$ cat src/rtl/hsv_to_argb_colormap_macros.svh
// Assertion macros for the HSV-to-ARGB colormap block.
// Used by the top level only; expects clk and rst_n in scope.
`ifndef HSV_TO_ARGB_COLORMAP_MACROS_SVH
`define HSV_TO_ARGB_COLORMAP_MACROS_SVH

// Implication checked while out of reset.
`define HSVC_ASSERT_IMP(lbl, ante, cons, msg) \
  lbl: assert property (@(posedge clk) disable iff (!rst_n) (ante) |-> (cons)) \
    else $error(msg);

// Past cause, with reset high over the whole span since, implies effect now.
`define HSVC_ASSERT_LAT4(lbl, cause, effect, msg) \
  lbl: assert property (@(posedge clk) disable iff (!rst_n) \
    ($past(rst_n, 1) && $past(rst_n, 2) && $past(rst_n, 3) && $past(rst_n, 4) && \
     $past(cause, 4)) |-> (effect)) \
    else $error(msg);

`endif

$ cat src/rtl/hsvc_pkg.sv
// Shared constants, stage types and byte scaling for the HSV-to-ARGB block.
// No dependencies.
package hsvc_pkg;

  localparam int FRAC_BITS = 16;
  localparam int QW        = FRAC_BITS + 1;

  localparam logic [QW-1:0]        ONE_Q       = {1'b1, {FRAC_BITS{1'b0}}};
  localparam logic [FRAC_BITS-1:0] FIVE_SIXTHS =
    FRAC_BITS'(((64'(1) << FRAC_BITS) * 5) / 6);

  typedef enum logic [2:0] {
    SEC_RED_UP   = 3'd0,
    SEC_GRN_FULL = 3'd1,
    SEC_BLU_UP   = 3'd2,
    SEC_BLU_FULL = 3'd3,
    SEC_RED_RISE = 3'd4,
    SEC_RED_FULL = 3'd5
  } sector_t;

  typedef logic [QW-1:0] q_t;

  typedef struct packed {
    logic                 valid;
    sector_t              sector;
    logic [FRAC_BITS-1:0] frac;
    q_t                   sat;
    q_t                   val;
    logic [7:0]           abyte;
  } stg1_t;

  typedef struct packed {
    logic       valid;
    sector_t    sector;
    q_t         wgt;
    q_t         chroma;
    q_t         val;
    logic [7:0] abyte;
  } stg2_t;

  typedef struct packed {
    logic       valid;
    sector_t    sector;
    q_t         xterm;
    q_t         offs;
    q_t         val;
    logic [7:0] abyte;
  } stg3_t;

  function automatic logic [7:0] to_byte(input q_t q);
    logic [QW+7:0] prod;
    prod = {q, 8'b0} - {8'b0, q};
    return prod[FRAC_BITS+7:FRAC_BITS];
  endfunction

endpackage

$ cat src/rtl/hsvc_front.sv
// Input stage: clamps operands, derives colormap HSV, splits hue into sector.
// Depends on hsvc_pkg.
module hsvc_front
  import hsvc_pkg::*;
(
  input  logic                 clk,
  input  logic                 rst_n,
  input  logic                 accept,
  input  logic                 in_mode,
  input  logic [FRAC_BITS-1:0] in_hue,
  input  logic [QW-1:0]        in_saturation,
  input  logic [QW-1:0]        in_brightness,
  input  logic [QW-1:0]        in_alpha,
  input  logic [QW-1:0]        in_level,
  output stg1_t                stg1
);

  stg1_t                stg1_r, stg1_nxt;
  q_t                   sat_c, val_c, alpha_c, lvl_c, map_sat, map_val;
  logic [QW:0]          two_n;
  logic                 over_half;
  logic [FRAC_BITS-1:0] hue_sel;
  logic [FRAC_BITS+2:0] h6;

  always_comb begin
    sat_c   = (in_saturation > ONE_Q) ? ONE_Q : in_saturation;
    val_c   = (in_brightness > ONE_Q) ? ONE_Q : in_brightness;
    alpha_c = (in_alpha > ONE_Q) ? ONE_Q : in_alpha;
    lvl_c   = (in_level > ONE_Q) ? ONE_Q : in_level;

    two_n     = {lvl_c, 1'b0};
    over_half = two_n > {1'b0, ONE_Q};
    map_sat   = over_half ? ONE_Q : two_n[QW-1:0];
    map_val   = over_half ? QW'({ONE_Q, 1'b0} - two_n) : ONE_Q;

    hue_sel = in_mode ? (FIVE_SIXTHS - lvl_c[FRAC_BITS-1:0]) : in_hue;
    h6      = ({3'b0, hue_sel} << 2) + ({3'b0, hue_sel} << 1);

    stg1_nxt.valid  = accept;
    stg1_nxt.sector = sector_t'(h6[FRAC_BITS+2:FRAC_BITS]);
    stg1_nxt.frac   = h6[FRAC_BITS-1:0];
    stg1_nxt.sat    = in_mode ? map_sat : sat_c;
    stg1_nxt.val    = in_mode ? map_val : val_c;
    stg1_nxt.abyte  = in_mode ? 8'd0 : to_byte(alpha_c);
  end

  always_ff @(posedge clk) begin
    if (!rst_n) begin
      stg1_r <= '0;
    end else begin
      stg1_r <= stg1_nxt;
    end
  end

  assign stg1 = stg1_r;

endmodule

$ cat src/rtl/hsvc_mult.sv
// Two multiply stages: chroma = s*v, then secondary term = chroma*weight.
// Depends on hsvc_pkg.
module hsvc_mult
  import hsvc_pkg::*;
(
  input  logic  clk,
  input  logic  rst_n,
  input  stg1_t stg1,
  output stg3_t stg3
);

  stg2_t          stg2_r, stg2_nxt;
  stg3_t          stg3_r, stg3_nxt;
  logic [2*QW-1:0] c_full, x_full;
  q_t              frac_q;

  always_comb begin
    c_full = stg1.sat * stg1.val;
    frac_q = {1'b0, stg1.frac};

    stg2_nxt.valid  = stg1.valid;
    stg2_nxt.sector = stg1.sector;
    stg2_nxt.wgt    = stg1.sector[0] ? (ONE_Q - frac_q) : frac_q;
    stg2_nxt.chroma = c_full[FRAC_BITS+QW-1:FRAC_BITS];
    stg2_nxt.val    = stg1.val;
    stg2_nxt.abyte  = stg1.abyte;
  end

  always_comb begin
    x_full = stg2_r.chroma * stg2_r.wgt;

    stg3_nxt.valid  = stg2_r.valid;
    stg3_nxt.sector = stg2_r.sector;
    stg3_nxt.xterm  = x_full[FRAC_BITS+QW-1:FRAC_BITS];
    stg3_nxt.offs   = stg2_r.val - stg2_r.chroma;
    stg3_nxt.val    = stg2_r.val;
    stg3_nxt.abyte  = stg2_r.abyte;
  end

  always_ff @(posedge clk) begin
    if (!rst_n) begin
      stg2_r <= '0;
      stg3_r <= '0;
    end else begin
      stg2_r <= stg2_nxt;
      stg3_r <= stg3_nxt;
    end
  end

  assign stg3 = stg3_r;

endmodule

$ cat src/rtl/hsvc_pack.sv
// Output stage: scales channels to bytes, orders them by sector, packs ARGB.
// Depends on hsvc_pkg.
module hsvc_pack
  import hsvc_pkg::*;
(
  input  logic        clk,
  input  logic        rst_n,
  input  stg3_t       stg3,
  output logic        out_valid,
  output logic [31:0] out_pixel
);

  logic        out_valid_r;
  logic [31:0] out_pixel_r, out_pixel_nxt;
  logic [7:0]  hi, mid, lo, r, g, b;

  always_comb begin
    hi  = to_byte(stg3.val);
    mid = to_byte(stg3.offs + stg3.xterm);
    lo  = to_byte(stg3.offs);
    unique case (stg3.sector)
      SEC_RED_UP: begin
        r = hi;  g = mid; b = lo;
      end
      SEC_GRN_FULL: begin
        r = mid; g = hi;  b = lo;
      end
      SEC_BLU_UP: begin
        r = lo;  g = hi;  b = mid;
      end
      SEC_BLU_FULL: begin
        r = lo;  g = mid; b = hi;
      end
      SEC_RED_RISE: begin
        r = mid; g = lo;  b = hi;
      end
      default: begin
        r = hi;  g = lo;  b = mid;
      end
    endcase
    out_pixel_nxt = {stg3.abyte, r, g, b};
  end

  always_ff @(posedge clk) begin
    out_pixel_r <= out_pixel_nxt;
    if (!rst_n) begin
      out_valid_r <= 1'b0;
    end else begin
      out_valid_r <= stg3.valid;
    end
  end

  assign out_valid = out_valid_r;
  assign out_pixel = out_pixel_r;

endmodule

$ cat src/rtl/hsv_to_argb_colormap.sv
// HSV-to-ARGB pixel colorer with level colormap, four register stages.
// Path: an accepted start passes stg1, stg2, stg3 and the output register to out_valid.
// Throughput: one transaction per cycle; busy stays low, the pipeline never stalls.
// Stages: clamp and sector split, s*v multiply, chroma*weight multiply, byte pack.
// Reset (rst_n low, synchronous) clears all valid bits; no result is in flight after it.
// Depends on hsvc_pkg, hsvc_front, hsvc_mult, hsvc_pack and the macros header.
`include "hsv_to_argb_colormap_macros.svh"
module hsv_to_argb_colormap
  import hsvc_pkg::*;
(
  input  logic                 clk,
  input  logic                 rst_n,
  input  logic                 start,
  output logic                 busy,
  input  logic                 in_mode,
  input  logic [FRAC_BITS-1:0] in_hue,
  input  logic [QW-1:0]        in_saturation,
  input  logic [QW-1:0]        in_brightness,
  input  logic [QW-1:0]        in_alpha,
  input  logic [QW-1:0]        in_level,
  output logic                 out_valid,
  output logic [31:0]          out_pixel
);

  stg1_t stg1;
  stg3_t stg3;
  logic  accept;

  assign busy   = 1'b0;
  assign accept = start && !busy;

  hsvc_front u_front (
    .clk           (clk),
    .rst_n         (rst_n),
    .accept        (accept),
    .in_mode       (in_mode),
    .in_hue        (in_hue),
    .in_saturation (in_saturation),
    .in_brightness (in_brightness),
    .in_alpha      (in_alpha),
    .in_level      (in_level),
    .stg1          (stg1)
  );

  hsvc_mult u_mult (
    .clk   (clk),
    .rst_n (rst_n),
    .stg1  (stg1),
    .stg3  (stg3)
  );

  hsvc_pack u_pack (
    .clk       (clk),
    .rst_n     (rst_n),
    .stg3      (stg3),
    .out_valid (out_valid),
    .out_pixel (out_pixel)
  );

  `HSVC_ASSERT_LAT4(a_latency, accept, out_valid, "accepted transaction lost in pipeline")
  `HSVC_ASSERT_LAT4(a_map_alpha, accept && in_mode, out_pixel[31:24] == 8'd0, "colormap alpha not zero")
  `HSVC_ASSERT_LAT4(a_map_top, accept && in_mode && (in_level >= ONE_Q), out_pixel == 32'd0, "colormap top not black")
  `HSVC_ASSERT_IMP(a_no_busy, start, !busy, "busy raised on a stall-free pipeline")

endmodule
$ cat config.mk
export PLATFORM = sky130hd
export DESIGN_NAME = hsv_to_argb_colormap
export DESIGN_NICKNAME = d
export VERILOG_FILES = /design/src/rtl/hsvc_pkg.sv /design/src/rtl/hsvc_front.sv /design/src/rtl/hsvc_mult.sv /design/src/rtl/hsvc_pack.sv /design/src/rtl/hsv_to_argb_colormap.sv
export VERILOG_INCLUDE_DIRS = /design/src /design/src/rtl
export SDC_FILE = /design/constraint.sdc
export NUM_CORES = 2
export LEC_CHECK = 0
export ABC_AREA = 1
export BUFFER_PORTS_ARGS = -buffer_cell sky130_fd_sc_hd__clkbuf_2
export CAP_MARGIN = 20
export CELL_PAD_IN_SITES_DETAIL_PLACEMENT = 0
export CELL_PAD_IN_SITES_GLOBAL_PLACEMENT = 1
export CORE_ASPECT_RATIO = 0.5
export CORE_MARGIN = 8
export CORE_UTILIZATION = 40
export DETAILED_ROUTE_END_ITERATION = 16
export PLACE_DENSITY = 0.82
export SLEW_MARGIN = 20
export SYNTH_ARGS = -nofsm -noshare
export SYNTH_HDL_FRONTEND = slang
export SYNTH_SLANG_ARGS = --single-unit
$ cat constraint.sdc
create_clock -name clk -period 8.15 [get_ports clk]
set_input_delay 1.63 -clock clk [delete_from_list [all_inputs] [get_ports clk]]
set_output_delay 1.63 -clock clk [all_outputs]
set_load 0.02 [all_outputs]
==> results <==
- The flow ran to the end, and the final reports show no timing, DRC or antenna violations.
- The number of global-route vias before repair is 27.8k.
- The count of distinct cell types in the synthesized netlist is 58.
- The detail route stage leaves a number of antenna-violating nets equal to 0.
- Input and output buffers added on the ports amount to 120.
- The master of the slowest instance on the critical path is sky130_fd_sc_hd__dfxtp_1.
- In this run the static leakage power is 19.3 nW.
- The pre-antenna-repair detailed-routing pass consisted of 7 iterations.
- For this block, the via count after detailed routing is 27.2k.
- The number of H-tree levels is 1.
- Dividing the detail-routed wire length by the instance count gives 16.1 um.
- The floorplan die width is 413 um.
- For this block, the routed nets add up to 87.9 mm of wire.
- The longest individual stage delay on the worst path is 0.89 ns.
- On the final layout, the worst hold slack is 0.327 ns.
- The worst path needs 6.39 ns of the cycle, external delays included.
- The final number of setup-violating endpoints is 0.
- The worst setup slack after placement is 1.81 ns.
- The buffer count from post-CTS setup fixing is 0.
- Between clock sinks in the finished design, the worst skew comes to 0.0252 ns.
- Buffers inserted during clock tree synthesis total 25.
- The post-route worst setup slack is 1.76 ns.
- The fraction of registers with async set/reset is 0.
- The die height is 215 um.
- The count of cells resized by post-cts repair is 0.
- After the last flow step, the layout net total stands at 5220.
- After the first detailed-routing iteration, the DRC count stood at 1872.
- After synthesis the cells add up to 31500 um2.
- The core box area is 77700 um2.
- For the worst setup path, the data arrival time is 6.85 ns.
- The weighted congestion at the end of routability-driven global placement is 0.889.
- The endpoint kind of the worst setup timing path is a flip-flop.
- The global-route wire length before repair is 144 mm.
- The remaining max-slew budget at the tightest pin is 0.261.
- The actual transition at the worst max-transition pin is 1.11 ns.
- The number of clock sinks is 219.
- The synthesized area per cell is 7.16 um2.
- The library cell used most frequently in the layout, excluding fill and tap cells, is sky130_fd_sc_hd__inv_1.
- Traced cell by cell, the critical path runs through nand2_1, fa_1, inv_1, fa_1, inv_1, fa_1, inv_1, fa_1, fa_1, inv_1, fa_1, inv_1, ha_1, nand2_1, nor2_1, nand3_1, o21ai_0, nand2_1, nand2_1, nand3_1, nand3_1, nand2_1, nor2_1.
- The final clock period utilization by the worst path is 0.784.
- The max-capacitance violation count is 0.
- Counting flops and latches in the post-synthesis netlist gives 219.
- The area of the die is 88600 um2.
- STA classifies the critical path startpoint as a flip-flop.
- The count of final hold-check violations was 0.
- The combined buffer and inverter count along the critical path is 5.
- Row generation in the floorplan step produced 72 rows.
- The max-slew violation count is 0.
- Of the synthesized area, sequential elements account for 0.139.
- Across every metal layer, demand over resource in global routing totals 0.196.
- On the critical path the largest part of the delay comes from adder cells.
- In the layout the commonest cells are sky130_fd_sc_hd__inv_1 (1101), sky130_fd_sc_hd__nand2_1 (1071), sky130_fd_sc_hd__fa_1 (430), sky130_fd_sc_hd__ha_1 (301), sky130_fd_sc_hd__a21oi_1 (240).
- The total negative setup slack is 0 ns.
- The cell that appears most often on the critical path is sky130_fd_sc_hd__fa_1.
- For this run, the top clock speed supported by timing is 156 MHz.
- By startpoint and endpoint, the worst setup path is classified as reg2reg.
- The cell area after layout is 33700 um2.
- Entering global routing, the biggest net connects 91 pins.
- The average via count per standard cell is 4.98.
- The maximum fanout along the worst path is 18.
- Relative to the synthesized area, the layout overhead comes to 6.85%.
- The buffer depth of the longest clock path is 3.
- The clock insertion delay at the later pin of the skew report is 0.55 ns.
- The clock-pin slew reported for the worst setup and hold paths after clock tree synthesis is 0.06 ns.
- In this run the worst hold path is classified as reg2reg.
- The maximum vdd ir drop is 126 uV.
- Clock tree synthesis selected as its root buffer the cell sky130_fd_sc_hd__clkbuf_16.
- The most used flip-flop cell after synthesis is sky130_fd_sc_hd__dfxtp_1.
- Setup repair after global routing left no endpoint under its margin.
- The sum of net half-perimeters after detailed placement is 71.4 mm.
- The top-level port count is 122.
- The share of layout cells above drive strength 1 is 0.0528.
- The worst path required time is 8.61 ns.
- The number of flops mapped to enable cells by yosys is 0.
- For this configuration, the core starts out at a cell density of 0.406.
- Power spread over the standard cell area amounts to 137 nW/um2.
- The initial antenna violation count is 0.
- TritonCTS built the clock tree.
- The net count after synthesis is 5223.
- In this run the cell area measured after placement is 32900 um2.
- The gate count after technology mapping is 4404.
- The residual DRC count is 0.
- The number of buffers added to fix hold violations after cts is 0.
- The number of antenna diodes is 0.
- The global route total overflow is 0.
- During synthesis, Yosys emitted a total of 0 warnings.
-- worst register-to-register path, delay by kind of cell, from the launching register on --
| family | cells | cell delay, ns |
|---|---|---|
| simple gates | 10 | 1.19 |
| fa+ha+maj | 7 | 3.42 |
| compound gates | 1 | 0.55 |
| flops | 1 | 0.89 |
| buf+inv | 5 | 0.26 |
-- registers in the layout, summed over array words and instances (netlist names) --
name,cells
u_mult.stg2_r,62
u_front.stg1,61
u_mult.stg3,63
u_pack.out_pixel,32
u_pack.out_valid,1
-- metal layers --
layer	vias to the layer above	track usage	wire, um
met5	-	0	0
met4	0	0.0386	1820
met3	109	0.0300	5790
met2	788	0.325	40100
met1	13029	0.271	40100
li1	13243	-	-
-- where the power goes --
part | switching [mW] | internal (mW)
logic | 1.30 | 0.710
registers | 0.267 | 1.22
clock network | 0.456 | 0.674
total | 2.02 | 2.60
-- synthesized netlist by cell type (6+ instances only) --
cell type / number / area, um2
sky130_fd_sc_hd__xor2_1: 20 / 175
sky130_fd_sc_hd__o21bai_1: 6 / 45.0
sky130_fd_sc_hd__o21ai_0: 139 / 696
sky130_fd_sc_hd__nand3_1: 185 / 926
sky130_fd_sc_hd__nor2_1: 238 / 893
sky130_fd_sc_hd__nand3_2: 12 / 120
sky130_fd_sc_hd__a21boi_0: 8 / 60.1
sky130_fd_sc_hd__nand3b_1: 13 / 97.6
sky130_fd_sc_hd__xnor2_1: 13 / 114
sky130_fd_sc_hd__nand2_1: 1071 / 4020
sky130_fd_sc_hd__nor2_2: 6 / 37.5
sky130_fd_sc_hd__a31oi_1: 10 / 62.6
sky130_fd_sc_hd__nand2_2: 12 / 75.1
sky130_fd_sc_hd__dfxtp_1: 219 / 4380
sky130_fd_sc_hd__clkbuf_1: 156 / 586
sky130_fd_sc_hd__o31ai_1: 6 / 45.0
sky130_fd_sc_hd__inv_1: 1101 / 4130
sky130_fd_sc_hd__nand4_1: 45 / 282
sky130_fd_sc_hd__o21a_1: 24 / 180
sky130_fd_sc_hd__fa_1: 430 / 8610
sky130_fd_sc_hd__ha_1: 301 / 3770
sky130_fd_sc_hd__nor3_1: 35 / 175
sky130_fd_sc_hd__a21oi_1: 240 / 1200
sky130_fd_sc_hd__nor4_1: 22 / 138
sky130_fd_sc_hd__o211ai_1: 8 / 60.1
sky130_fd_sc_hd__a21o_1: 8 / 60.1
-- cell type report --
type | instances | area [um2]
tap | 1036 | 1300
timing repair buffer | 135 | 716
sequential | 219 | 4380
multi-input combinational | 2911 | 22300
clock inverter | 10 | 143
clock buffer | 31 | 668
inverter | 1109 | 4160
fill | 7928 | 44000
-- per-stage QoR --
step                       util  std cells  power (mW)
after floorplan               -       4404        2.88
after global placement    0.423       5410        3.48
after detailed placement  0.423       5410        3.51
after CTS                 0.434       5451        4.65
after global routing      0.434       5451        5.00
final                     0.434       5451        4.63
-- path summary, 6_finish.rpt --
| path | from | endpoint | slack [ns] | cells past startpoint |
|---|---|---|---|---|
| setup reg to reg | u_front.stg1[18]$_SDFF_PN0_ | u_mult.stg2_r[37]$_SDFF_PN0_ | 1.76 | 23 |
| hold reg to reg | u_mult.stg3[4]$_SDFF_PN0_ | u_pack.out_pixel[28]$_DFF_P_ | 0.33 | 0 |
| hold / removal | u_mult.stg3[4]$_SDFF_PN0_ | u_pack.out_pixel[28]$_DFF_P_ | 0.33 | 0 |
| setup / recovery | u_front.stg1[18]$_SDFF_PN0_ | u_mult.stg2_r[37]$_SDFF_PN0_ | 1.76 | 23 |
-- cells by family (layout without fill, tap and decap cells) --
| kind of cell | count (synthesis) | count (layout) | synth area share |
|---|---|---|---|
| flip-flops | 219 | 219 | 0.139 |
| other | 1 | 1 | 0.000119 |
| buffers and inverters | 1274 | 1285 | 0.153 |
| AND/OR/NAND/NOR | 1666 | 1666 | 0.222 |
| adder cells (fa/ha/maj) | 731 | 731 | 0.392 |
| AO/OA/AOI/OAI | 480 | 480 | 0.0845 |
| XOR/XNOR | 33 | 33 | 0.00917 |
No activity file was read; power rests on OpenSTA's default activity.
